--- src/rtl/core/pidaw_pkg.sv ---
// Package for the PID core: microcode format, program store and saturation helpers.
package pidaw_pkg;

  localparam int unsigned DataW   = 32;
  localparam int unsigned ProdW   = 2 * (DataW + 1);
  localparam int unsigned DivW    = DataW + 16;
  localparam int unsigned PcW     = 4;
  localparam int unsigned DivCntW = 6;
  localparam int unsigned CfgIdxW = 3;

  typedef enum logic [3:0] {
    OP_ERR,
    OP_MUL,
    OP_LD_PTERM,
    OP_LD_TMP,
    OP_ITERM,
    OP_DZERO,
    OP_DIV_INIT,
    OP_DIV_STEP,
    OP_DTERM,
    OP_SUM,
    OP_FINISH
  } op_t;

  typedef enum logic [1:0] {
    MS_PROP,
    MS_INTEG,
    MS_TMP_DT,
    MS_DERIV
  } msel_t;

  typedef enum logic [1:0] {
    JC_NONE,
    JC_NO_DERIV,
    JC_DIV_BUSY
  } jc_t;

  typedef enum logic [CfgIdxW-1:0] {
    CFG_GAIN_PROP  = 3'd0,
    CFG_GAIN_INTEG = 3'd1,
    CFG_GAIN_DERIV = 3'd2,
    CFG_TARGET     = 3'd3,
    CFG_CLAMP_LOW  = 3'd4,
    CFG_CLAMP_HIGH = 3'd5
  } cfg_idx_t;

  typedef enum logic [1:0] {
    CS_WITHIN = 2'd0,
    CS_HIGH   = 2'd1,
    CS_LOW    = 2'd2
  } clamp_state_t;

  typedef struct packed {
    op_t             op;
    msel_t           msel;
    jc_t             jc;
    logic [PcW-1:0]  target;
  } ucode_t;

  localparam logic [PcW-1:0] PcSum  = 4'd14;
  localparam logic [PcW-1:0] PcDivS = 4'd12;

  function automatic ucode_t ucode_rom(input logic [PcW-1:0] pc);
    ucode_t w;
    w = '{op: OP_FINISH, msel: MS_PROP, jc: JC_NONE, target: '0};
    case (pc)
      4'd0:  w.op = OP_ERR;
      4'd1:  begin w.op = OP_MUL; w.msel = MS_PROP; end
      4'd2:  w.op = OP_LD_PTERM;
      4'd3:  begin w.op = OP_MUL; w.msel = MS_INTEG; end
      4'd4:  w.op = OP_LD_TMP;
      4'd5:  begin w.op = OP_MUL; w.msel = MS_TMP_DT; end
      4'd6:  w.op = OP_LD_TMP;
      4'd7:  w.op = OP_ITERM;
      4'd8:  begin w.op = OP_DZERO; w.jc = JC_NO_DERIV; w.target = PcSum; end
      4'd9:  begin w.op = OP_MUL; w.msel = MS_DERIV; end
      4'd10: w.op = OP_LD_TMP;
      4'd11: w.op = OP_DIV_INIT;
      4'd12: begin w.op = OP_DIV_STEP; w.jc = JC_DIV_BUSY; w.target = PcDivS; end
      4'd13: w.op = OP_DTERM;
      4'd14: w.op = OP_SUM;
      default: w.op = OP_FINISH;
    endcase
    return w;
  endfunction

  function automatic logic signed [DataW-1:0] sat33(input logic signed [DataW:0] v);
    if (v[DataW] != v[DataW-1])
      return v[DataW] ? {1'b1, {(DataW-1){1'b0}}} : {1'b0, {(DataW-1){1'b1}}};
    return v[DataW-1:0];
  endfunction

  function automatic logic signed [DataW-1:0] sat34(input logic signed [DataW+1:0] v);
    if (v[DataW+1:DataW-1] != {3{v[DataW+1]}})
      return v[DataW+1] ? {1'b1, {(DataW-1){1'b0}}} : {1'b0, {(DataW-1){1'b1}}};
    return v[DataW-1:0];
  endfunction

  // floor(p / 2^16), saturated
  function automatic logic signed [DataW-1:0] qsat(input logic signed [ProdW-1:0] p);
    logic signed [ProdW-1:0] s;
    s = p >>> 16;
    if (s[ProdW-1:DataW-1] != {(ProdW-DataW+1){s[ProdW-1]}})
      return s[ProdW-1] ? {1'b1, {(DataW-1){1'b0}}} : {1'b0, {(DataW-1){1'b1}}};
    return s[DataW-1:0];
  endfunction

endpackage

--- src/rtl/core/pid_controller_anti_windup_core.sv ---
// PID controller with conditional-integration anti-windup, microcoded datapath.
//
// Input stream s_*: one command per transfer. tuser carries cmd (0 run a control
// step, 1 clear integral, previous sample and primed flag). A clear starts no run
// and gives no result. A run gives one result on m_*.
// Config channel cfg_*: index selects gain_prop, gain_integ, gain_deriv, target,
// clamp_low, clamp_high (0..5); data is the signed Q16.16 value. Always ready;
// write only while the core is idle.
// Sequencing: a run steps through a 16-word microprogram, one word a cycle, sharing
// one 33x33 multiplier. Without a derivative (first step, or step_time zero) the
// derivative product and divider are skipped and the derivative term is zero;
// otherwise the derivative product is divided by step_time in 48 single-bit
// restoring divider iterations. One run at a time: no command is taken during a run.
// A result waits in the output register until taken; the next command may be
// accepted meanwhile, and a run then holds at its final word while m_tready is low.
// Reset (rst, synchronous) restores register defaults and clears running state.
module pid_controller_anti_windup_core
  import pidaw_pkg::*;
(
  input  logic                clk,
  input  logic                rst,
  input  logic                s_tvalid,
  output logic                s_tready,
  input  logic [63:0]         s_tdata,   // [31:0] sample, [63:32] step_time
  input  logic                s_tuser,   // [0] cmd
  output logic                m_tvalid,
  input  logic                m_tready,
  output logic [39:0]         m_tdata,   // [31:0] drive, [33:32] clamp_state, rest zero
  input  logic                cfg_valid,
  output logic                cfg_ready,
  input  logic [CfgIdxW-1:0]  cfg_index,
  input  logic [DataW-1:0]    cfg_data
);

  logic signed [DataW-1:0] gain_prop, gain_integ, gain_deriv, target, clamp_low, clamp_high;
  logic signed [DataW-1:0] integral, last_sample;
  logic                    primed;

  logic                    busy;
  logic [PcW-1:0]          pc;
  logic [PcW-1:0]          pc_next;
  ucode_t                  uw;

  logic signed [DataW-1:0] meas;
  logic [DataW-1:0]        dt;
  logic signed [DataW-1:0] err, diff, pterm, iterm, dterm, tmp, sum;
  logic signed [ProdW-1:0] prod;
  logic signed [DataW:0]   mul_a, mul_b;

  logic [DataW-1:0]        rem;
  logic [DivW-1:0]         dvd;
  logic [DivCntW-1:0]      div_cnt;
  logic                    div_neg;
  logic [DataW:0]          rem_sh;
  logic                    q_bit;
  logic                    jump;
  logic                    out_free;
  logic                    commit;
  logic signed [DataW-1:0] drive_sel;
  clamp_state_t            cs_sel;
  logic signed [DataW-1:0] dterm_sel;

  assign cfg_ready = 1'b1;
  assign s_tready  = !busy;
  assign out_free  = !m_tvalid || m_tready;
  assign uw        = ucode_rom(pc);

  always_comb begin
    case (uw.msel)
      MS_PROP:   begin mul_a = {gain_prop[DataW-1], gain_prop};   mul_b = {err[DataW-1], err}; end
      MS_INTEG:  begin mul_a = {gain_integ[DataW-1], gain_integ}; mul_b = {err[DataW-1], err}; end
      MS_TMP_DT: begin mul_a = {tmp[DataW-1], tmp};               mul_b = {1'b0, dt}; end
      default:   begin mul_a = {gain_deriv[DataW-1], gain_deriv}; mul_b = {diff[DataW-1], diff}; end
    endcase
  end

  assign rem_sh = {rem, dvd[DivW-1]};
  assign q_bit  = rem_sh >= {1'b0, dt};

  always_comb begin
    if (dvd[DivW-1:DataW-1] != '0)
      dterm_sel = div_neg ? {1'b1, {(DataW-1){1'b0}}} : {1'b0, {(DataW-1){1'b1}}};
    else if (div_neg)
      dterm_sel = -$signed(dvd[DataW-1:0]);
    else
      dterm_sel = $signed(dvd[DataW-1:0]);
    // quotient of exactly 2^31 with negative sign
    if (div_neg && dvd[DivW-1:DataW] == '0 && dvd[DataW-1])
      dterm_sel = {1'b1, {(DataW-1){1'b0}}};
  end

  always_comb begin
    if (sum > clamp_high) begin
      drive_sel = clamp_high;
      cs_sel    = CS_HIGH;
      commit    = err <= 0;
    end else if (sum < clamp_low) begin
      drive_sel = clamp_low;
      cs_sel    = CS_LOW;
      commit    = err >= 0;
    end else begin
      drive_sel = sum;
      cs_sel    = CS_WITHIN;
      commit    = 1'b1;
    end
  end

  always_comb begin
    case (uw.jc)
      JC_NO_DERIV: jump = !primed || dt == '0;
      JC_DIV_BUSY: jump = div_cnt != '0;
      default:     jump = 1'b0;
    endcase
    pc_next = jump ? uw.target : pc + 1'b1;
  end

  always_ff @(posedge clk) begin
    if (rst) begin
      gain_prop  <= '0;
      gain_integ <= '0;
      gain_deriv <= '0;
      target     <= '0;
      clamp_low  <= {1'b1, {(DataW-1){1'b0}}};
      clamp_high <= {1'b0, {(DataW-1){1'b1}}};
    end else if (cfg_valid && cfg_ready) begin
      case (cfg_idx_t'(cfg_index))
        CFG_GAIN_PROP:  gain_prop  <= cfg_data;
        CFG_GAIN_INTEG: gain_integ <= cfg_data;
        CFG_GAIN_DERIV: gain_deriv <= cfg_data;
        CFG_TARGET:     target     <= cfg_data;
        CFG_CLAMP_LOW:  clamp_low  <= cfg_data;
        CFG_CLAMP_HIGH: clamp_high <= cfg_data;
        default: ;
      endcase
    end
  end

  always_ff @(posedge clk) begin
    if (rst) begin
      busy        <= 1'b0;
      pc          <= '0;
      m_tvalid    <= 1'b0;
      integral    <= '0;
      last_sample <= '0;
      primed      <= 1'b0;
    end else begin
      if (m_tvalid && m_tready && !(busy && uw.op == OP_FINISH))
        m_tvalid <= 1'b0;
      if (!busy) begin
        if (s_tvalid) begin
          if (s_tuser) begin
            integral    <= '0;
            last_sample <= '0;
            primed      <= 1'b0;
          end else begin
            busy <= 1'b1;
            pc   <= '0;
          end
        end
      end else if (uw.op == OP_FINISH) begin
        if (out_free) begin
          m_tvalid    <= 1'b1;
          busy        <= 1'b0;
          last_sample <= meas;
          primed      <= 1'b1;
          if (commit)
            integral <= iterm;
        end
      end else begin
        pc <= pc_next;
      end
    end
  end

  always_ff @(posedge clk) begin
    if (!busy && s_tvalid) begin
      meas <= s_tdata[31:0];
      dt   <= s_tdata[63:32];
    end
    if (busy) begin
      case (uw.op)
        OP_ERR: begin
          err  <= sat33({meas[DataW-1], meas} - {target[DataW-1], target});
          diff <= sat33({meas[DataW-1], meas} - {last_sample[DataW-1], last_sample});
        end
        OP_MUL:      prod  <= mul_a * mul_b;
        OP_LD_PTERM: pterm <= qsat(prod);
        OP_LD_TMP:   tmp   <= qsat(prod);
        OP_ITERM:    iterm <= sat33({integral[DataW-1], integral} + {tmp[DataW-1], tmp});
        OP_DZERO:    dterm <= '0;
        OP_DIV_INIT: begin
          div_neg <= tmp[DataW-1];
          dvd     <= {tmp[DataW-1] ? DataW'(-tmp) : DataW'(tmp), 16'd0};
          rem     <= '0;
          div_cnt <= DivCntW'(DivW - 1);
        end
        OP_DIV_STEP: begin
          rem     <= q_bit ? DataW'(rem_sh - {1'b0, dt}) : rem_sh[DataW-1:0];
          dvd     <= {dvd[DivW-2:0], q_bit};
          div_cnt <= div_cnt - 1'b1;
        end
        OP_DTERM: dterm <= dterm_sel;
        OP_SUM: sum <= sat34({{2{pterm[DataW-1]}}, pterm} + {{2{iterm[DataW-1]}}, iterm}
                             + {{2{dterm[DataW-1]}}, dterm});
        OP_FINISH: begin
          if (out_free)
            m_tdata <= {6'd0, cs_sel, drive_sel};
        end
        default: ;
      endcase
    end
  end

  a_run_starts: assert property (@(posedge clk) disable iff (rst)
    s_tvalid && s_tready && !s_tuser |=> busy && pc == '0)
    else $error("run command did not start the sequencer");

  a_clear_idle: assert property (@(posedge clk) disable iff (rst)
    s_tvalid && s_tready && s_tuser |=> !busy && !primed && integral == '0)
    else $error("clear command left running state");

  a_result_from_run: assert property (@(posedge clk) disable iff (rst)
    $rose(m_tvalid) |-> $past(busy) && !busy && primed)
    else $error("result without a finished run");

  a_clamp_code: assert property (@(posedge clk) disable iff (rst)
    m_tvalid |-> m_tdata[33:32] != 2'b11)
    else $error("invalid clamp state code");

  a_div_bound: assert property (@(posedge clk) disable iff (rst)
    busy && uw.op == OP_DIV_STEP |-> dt != '0 && rem < dt)
    else $error("divider remainder out of range");

endmodule
--- config.mk ---
export PLATFORM = sky130hd
export DESIGN_NAME = pid_controller_anti_windup_core
export DESIGN_NICKNAME = d
export VERILOG_FILES = /design/src/rtl/core/pidaw_pkg.sv /design/src/rtl/core/pid_controller_anti_windup_core.sv
export SDC_FILE = /design/constraint.sdc
export NUM_CORES = 2
export LEC_CHECK = 0
export BUFFER_PORTS_ARGS = -buffer_cell sky130_fd_sc_hd__clkbuf_2
export CORE_MARGIN = 3
export CORE_UTILIZATION = 36
export DETAILED_ROUTE_END_ITERATION = 10
export GPL_ROUTABILITY_DRIVEN = 0
export GPL_TIMING_DRIVEN = 0
export PLACE_DENSITY = 0.62
export SETUP_SLACK_MARGIN = 0.15
export SYNTH_ARGS = -nofsm -noshare
export SYNTH_HDL_FRONTEND = slang
export SYNTH_SLANG_ARGS = --single-unit
--- constraint.sdc ---
create_clock -name clk -period 18.4 [get_ports clk]
set_clock_uncertainty 0.05 [all_clocks]
set_input_delay 0.92 -clock clk [delete_from_list [all_inputs] [get_ports clk]]
set_output_delay 0.92 -clock clk [all_outputs]
set_load 0.005 [all_outputs]
==> run summary <==
The area of the die is 220000 um^2. The proportion of power drawn by flip-flops and latches is 0.348, and the combined global-route utilization of all metal layers is 0.256. The logs give 14 for the number of max-slew violations in the final report and 330 ps for the post-route worst hold slack. The wire-length estimate of the detail-placed layout is 229 mm.

In the routed layout, each cell is associated on average with a via count of 5.50. The signed area change from the synthesized netlist to the final layout was 10.1%. Cell with the most instances on the worst path: fa_1. The final reports fail on capacitance limit, slew limit. The class of the most critical setup path was reg2reg. STA puts the critical path data arrival time at 14960 ps. Power spread over the standard cell area amounts to 61.9 nW/um^2.

The first global-routing pass estimated 417 mm of wire. The kind of end point of the critical path was a flop. The fraction of final layout cells with drive strength greater than 1 was 0.0479; the area taken by multi-input logic gates was 51600 um^2. The finished cells cover 84800 um^2.

The number of nets in the layout was 10267; the clock-pin slew on the worst setup and hold paths was 70 ps. The synthesis warning total came out at 0. In this run the clock root is driven by a clkbuf_16. In this run the remaining antenna-violating nets after routing total 0. The slowest cell on the critical path is a21oi_1. The clock network fraction of total power is 0.316. Tightest slew margin relative to the limit: -0.0154. The tool flagged a number of max-cap violations equal to 5.

Summed over all layers, the global routing overflow is 0. Prior to clock tree synthesis, the placed netlist has a worst setup slack of 4570 ps. The worst-margin pin slew came out at 1510 ps.

Average footprint of a synthesized cell: 9.29 um^2. Total placed instance area: 82100 um^2. Internal power comes to 3.27 mW. The fmax is 68.2 MHz, and the sequential element share of the synthesized area is 0.247.

For the worst-case vdd ir drop, the log shows 0.0767 mV. The run gives 6669 as the violation count after the first detailed-routing iteration. The worst path needs 14660 ps of the cycle, external delays included. The final cell count without fillers was 11458; the via count of the first global-routing pass was 64270. In this run the power spent charging and discharging nets is 1.98 mW. inv_1 is the most common cell in the netlist. The logs give 11297 for the instance count after placement with tap cells included and 19000 um^2 for the sequential cell area.

The logs give 96 for the number of unique standard cell types used by synthesis and 0 for the remaining routing DRC violations. The tightest min-delay check is of the in2reg type. The clock passes through at most 3 buffers. The logs give 0 for the hold violation count in the final report and 0 for the post-CTS setup buffer count. The total setup violations reported at the end of the flow came out at 0. Data on the critical path is required at its endpoint by 18710 ps.

The part of the cycle the worst path needs works out to 0.797. The delay contributed by the slowest stage of the critical path was 1160 ps. The proportion of total power due to net switching came out at 0.376. 148 I/O pins were placed. The flow ran to the end, but the final reports show violations. The dominant synthesized flop cell is edfxtp_1. The initial cell density of the core is 0.362, and the maximum fanout along the worst path is 11.

The area fraction of the dominant cell type after synthesis is 0.301, and the number of buffers created by CTS is 80. The tree built by TritonCTS fans out to 722 sinks. Yosys mapped a number of flops with a built-in enable equal to 459.

The logs give 3740 ps for the smallest setup slack after layout and 0 ps for the setup TNS. The count of input and output buffers was 140. The run gives 21 as the initial antenna violation count.

In the synthesized netlist, the number of instances is 8295. For the number of rows created at floorplan, the log shows 169. The floorplan step defined a core boundary enclosing 213000 um^2. The number of gates resized after CTS was 0. For the clock insertion delay at the later pin of the skew report, the log shows 720 ps.

In the synthesized netlist, the cells that appear most often are 1344 x inv_1, 1158 x fa_1, 1092 x nand2_1. The post-synthesis async set-or-reset flop share works out to 0. The height of the die was 469 um. Setup repair after global routing left no endpoint under its margin. TritonCTS built the clock tree. The run gives 36 as the largest net degree at the start of global routing.

After detailed routing, the total wire length is 281 mm. By area the synthesized netlist is led by fa_1 30%, edfxtp_1 18%, ha_1 7.2%. The power share of the combinational group was 0.336; the die span in x was 469 um.

The number of filler cells placed in the layout came out at 21003. Dividing the detail-routed wire length by the instance count gives 24.6 um. Top cell type by total area after synthesis: fa_1. Summed over all cells, the static leakage comes to 36.9 nW.

The length of the first detailed-routing pass in iterations came out at 7. The netlist area before placement is 77000 um^2, and the number of vias in the routed layout is 63040. Number of levels in the clock H-tree: 3. The synthesized design contains 722 register bits. The hold buffer count at CTS came out at 0.

The kind of launch point of the worst setup path is a flop.
[routing by layer]
metal | wire length, um | part of all wire | GRT usage | up-vias
met5 | 14 | 0.000050 | 0 | -
met2 | 120000 | 0.43 | 0.382 | 3518
met4 | 22000 | 0.078 | 0.163 | 2
met3 | 32700 | 0.12 | 0.0771 | 916
li1 | - | - | - | 27273
met1 | 107000 | 0.38 | 0.324 | 31331
[power groups by stage]
stage	Clock (mW)	Combinational (mW)	Sequential, mW
after floorplan	0	1.07	1.84
after global placement	0	1.67	1.86
after detailed placement	0	1.70	1.86
after CTS	1.68	1.72	1.82
after global routing	1.74	1.93	1.83
final	1.66	1.77	1.83
[layout make-up]
class	instances	share of cell area
Clock inverter	47	0.00550
Antenna cell	10	0.000295
Sequential cell	722	0.225
Tap cell	2821	0.0416
Clock buffer	103	0.0257
Buffer	408	0.0185
Timing Repair Buffer	177	0.0153
Multi-Input combinational cell	5824	0.609
Inverter	1346	0.0596
[critical path, delay by kind of cell, from the launching register on]
kind | cells | cell delay [ps]
adders and majority gates | 9 | 4690
DFF | 1 | 300
AOI/OAI and AO/OA | 9 | 4550
and+or+nand+nor | 3 | 820
xor gates and xnor gates | 1 | 930
buffers and inverters | 7 | 2920
[layout by cell type (no fill, tap or decap), types with 33 or more instances in the layout]
cell type and instances:
a21o_1 162, a21oi_1 506, a221oi_1 42, a22o_1 34, a22oi_1 33, a31oi_1 46, and2_1 49, and3_1 34
clkbuf_1 389, clkbuf_16 82, clkbuf_2 141, dfxtp_1 263, edfxtp_1 459, fa_1 1158, ha_1 445, inv_1 1344
mux2i_1 80, nand2_1 1092, nand2b_1 79, nand3_1 50, nand4_1 40, nor2_1 848, nor2b_1 39, nor3_1 47
o211ai_1 44, o21a_1 68, o21ai_0 256, xnor2_1 128, xor2_1 108
[through the flow]
stage / utilization / power (mW)
after floorplan: - / 2.91
after global placement: 0.382 / 3.53
after detailed placement: 0.386 / 3.56
after CTS: 0.399 / 5.23
after global routing: 0.399 / 5.50
final: 0.399 / 5.25
[logic make-up (layout without fill, tap and decap cells)]
logic type	Yosys count	after routing	synth area share
AOI/OAI and AO/OA	1472	1472	0.121
xor gates and xnor gates	236	236	0.0268
adders and majority gates	1626	1626	0.376
buffers and inverters	1754	2081	0.0859
DFF	722	722	0.247
muxes	82	82	0.0107
other	2	17	0.0000975
and+or+nand+nor	2401	2401	0.132
[registers in the layout, summed over array words and instances (netlist names), 4 cells and up]
signal,count
tmp,32
div_cnt,6
diff,32
pc,4
clamp_high,32
err,32
integral,32
clamp_low,32
last_sample,32
gain_deriv,32
dt,32
meas,32
iterm,32
sum,32
pterm,32
prod,50
dvd,48
dterm,32
m_tdata,34
gain_prop,32
rem,32
target,32
gain_integ,32
[final timing paths]
path / start / to / slack (ps) / cells past startpoint
setup / recovery: pc[2] / prod[45] / 3740 / 29
hold / removal: s_tdata[57] / dt[25] / 330 / 1
setup reg to reg: pc[2] / prod[45] / 3740 / 29
hold reg to reg: gain_prop[29] / gain_prop[29] / 400 / 2
No activity file was read; power rests on OpenSTA's default activity.
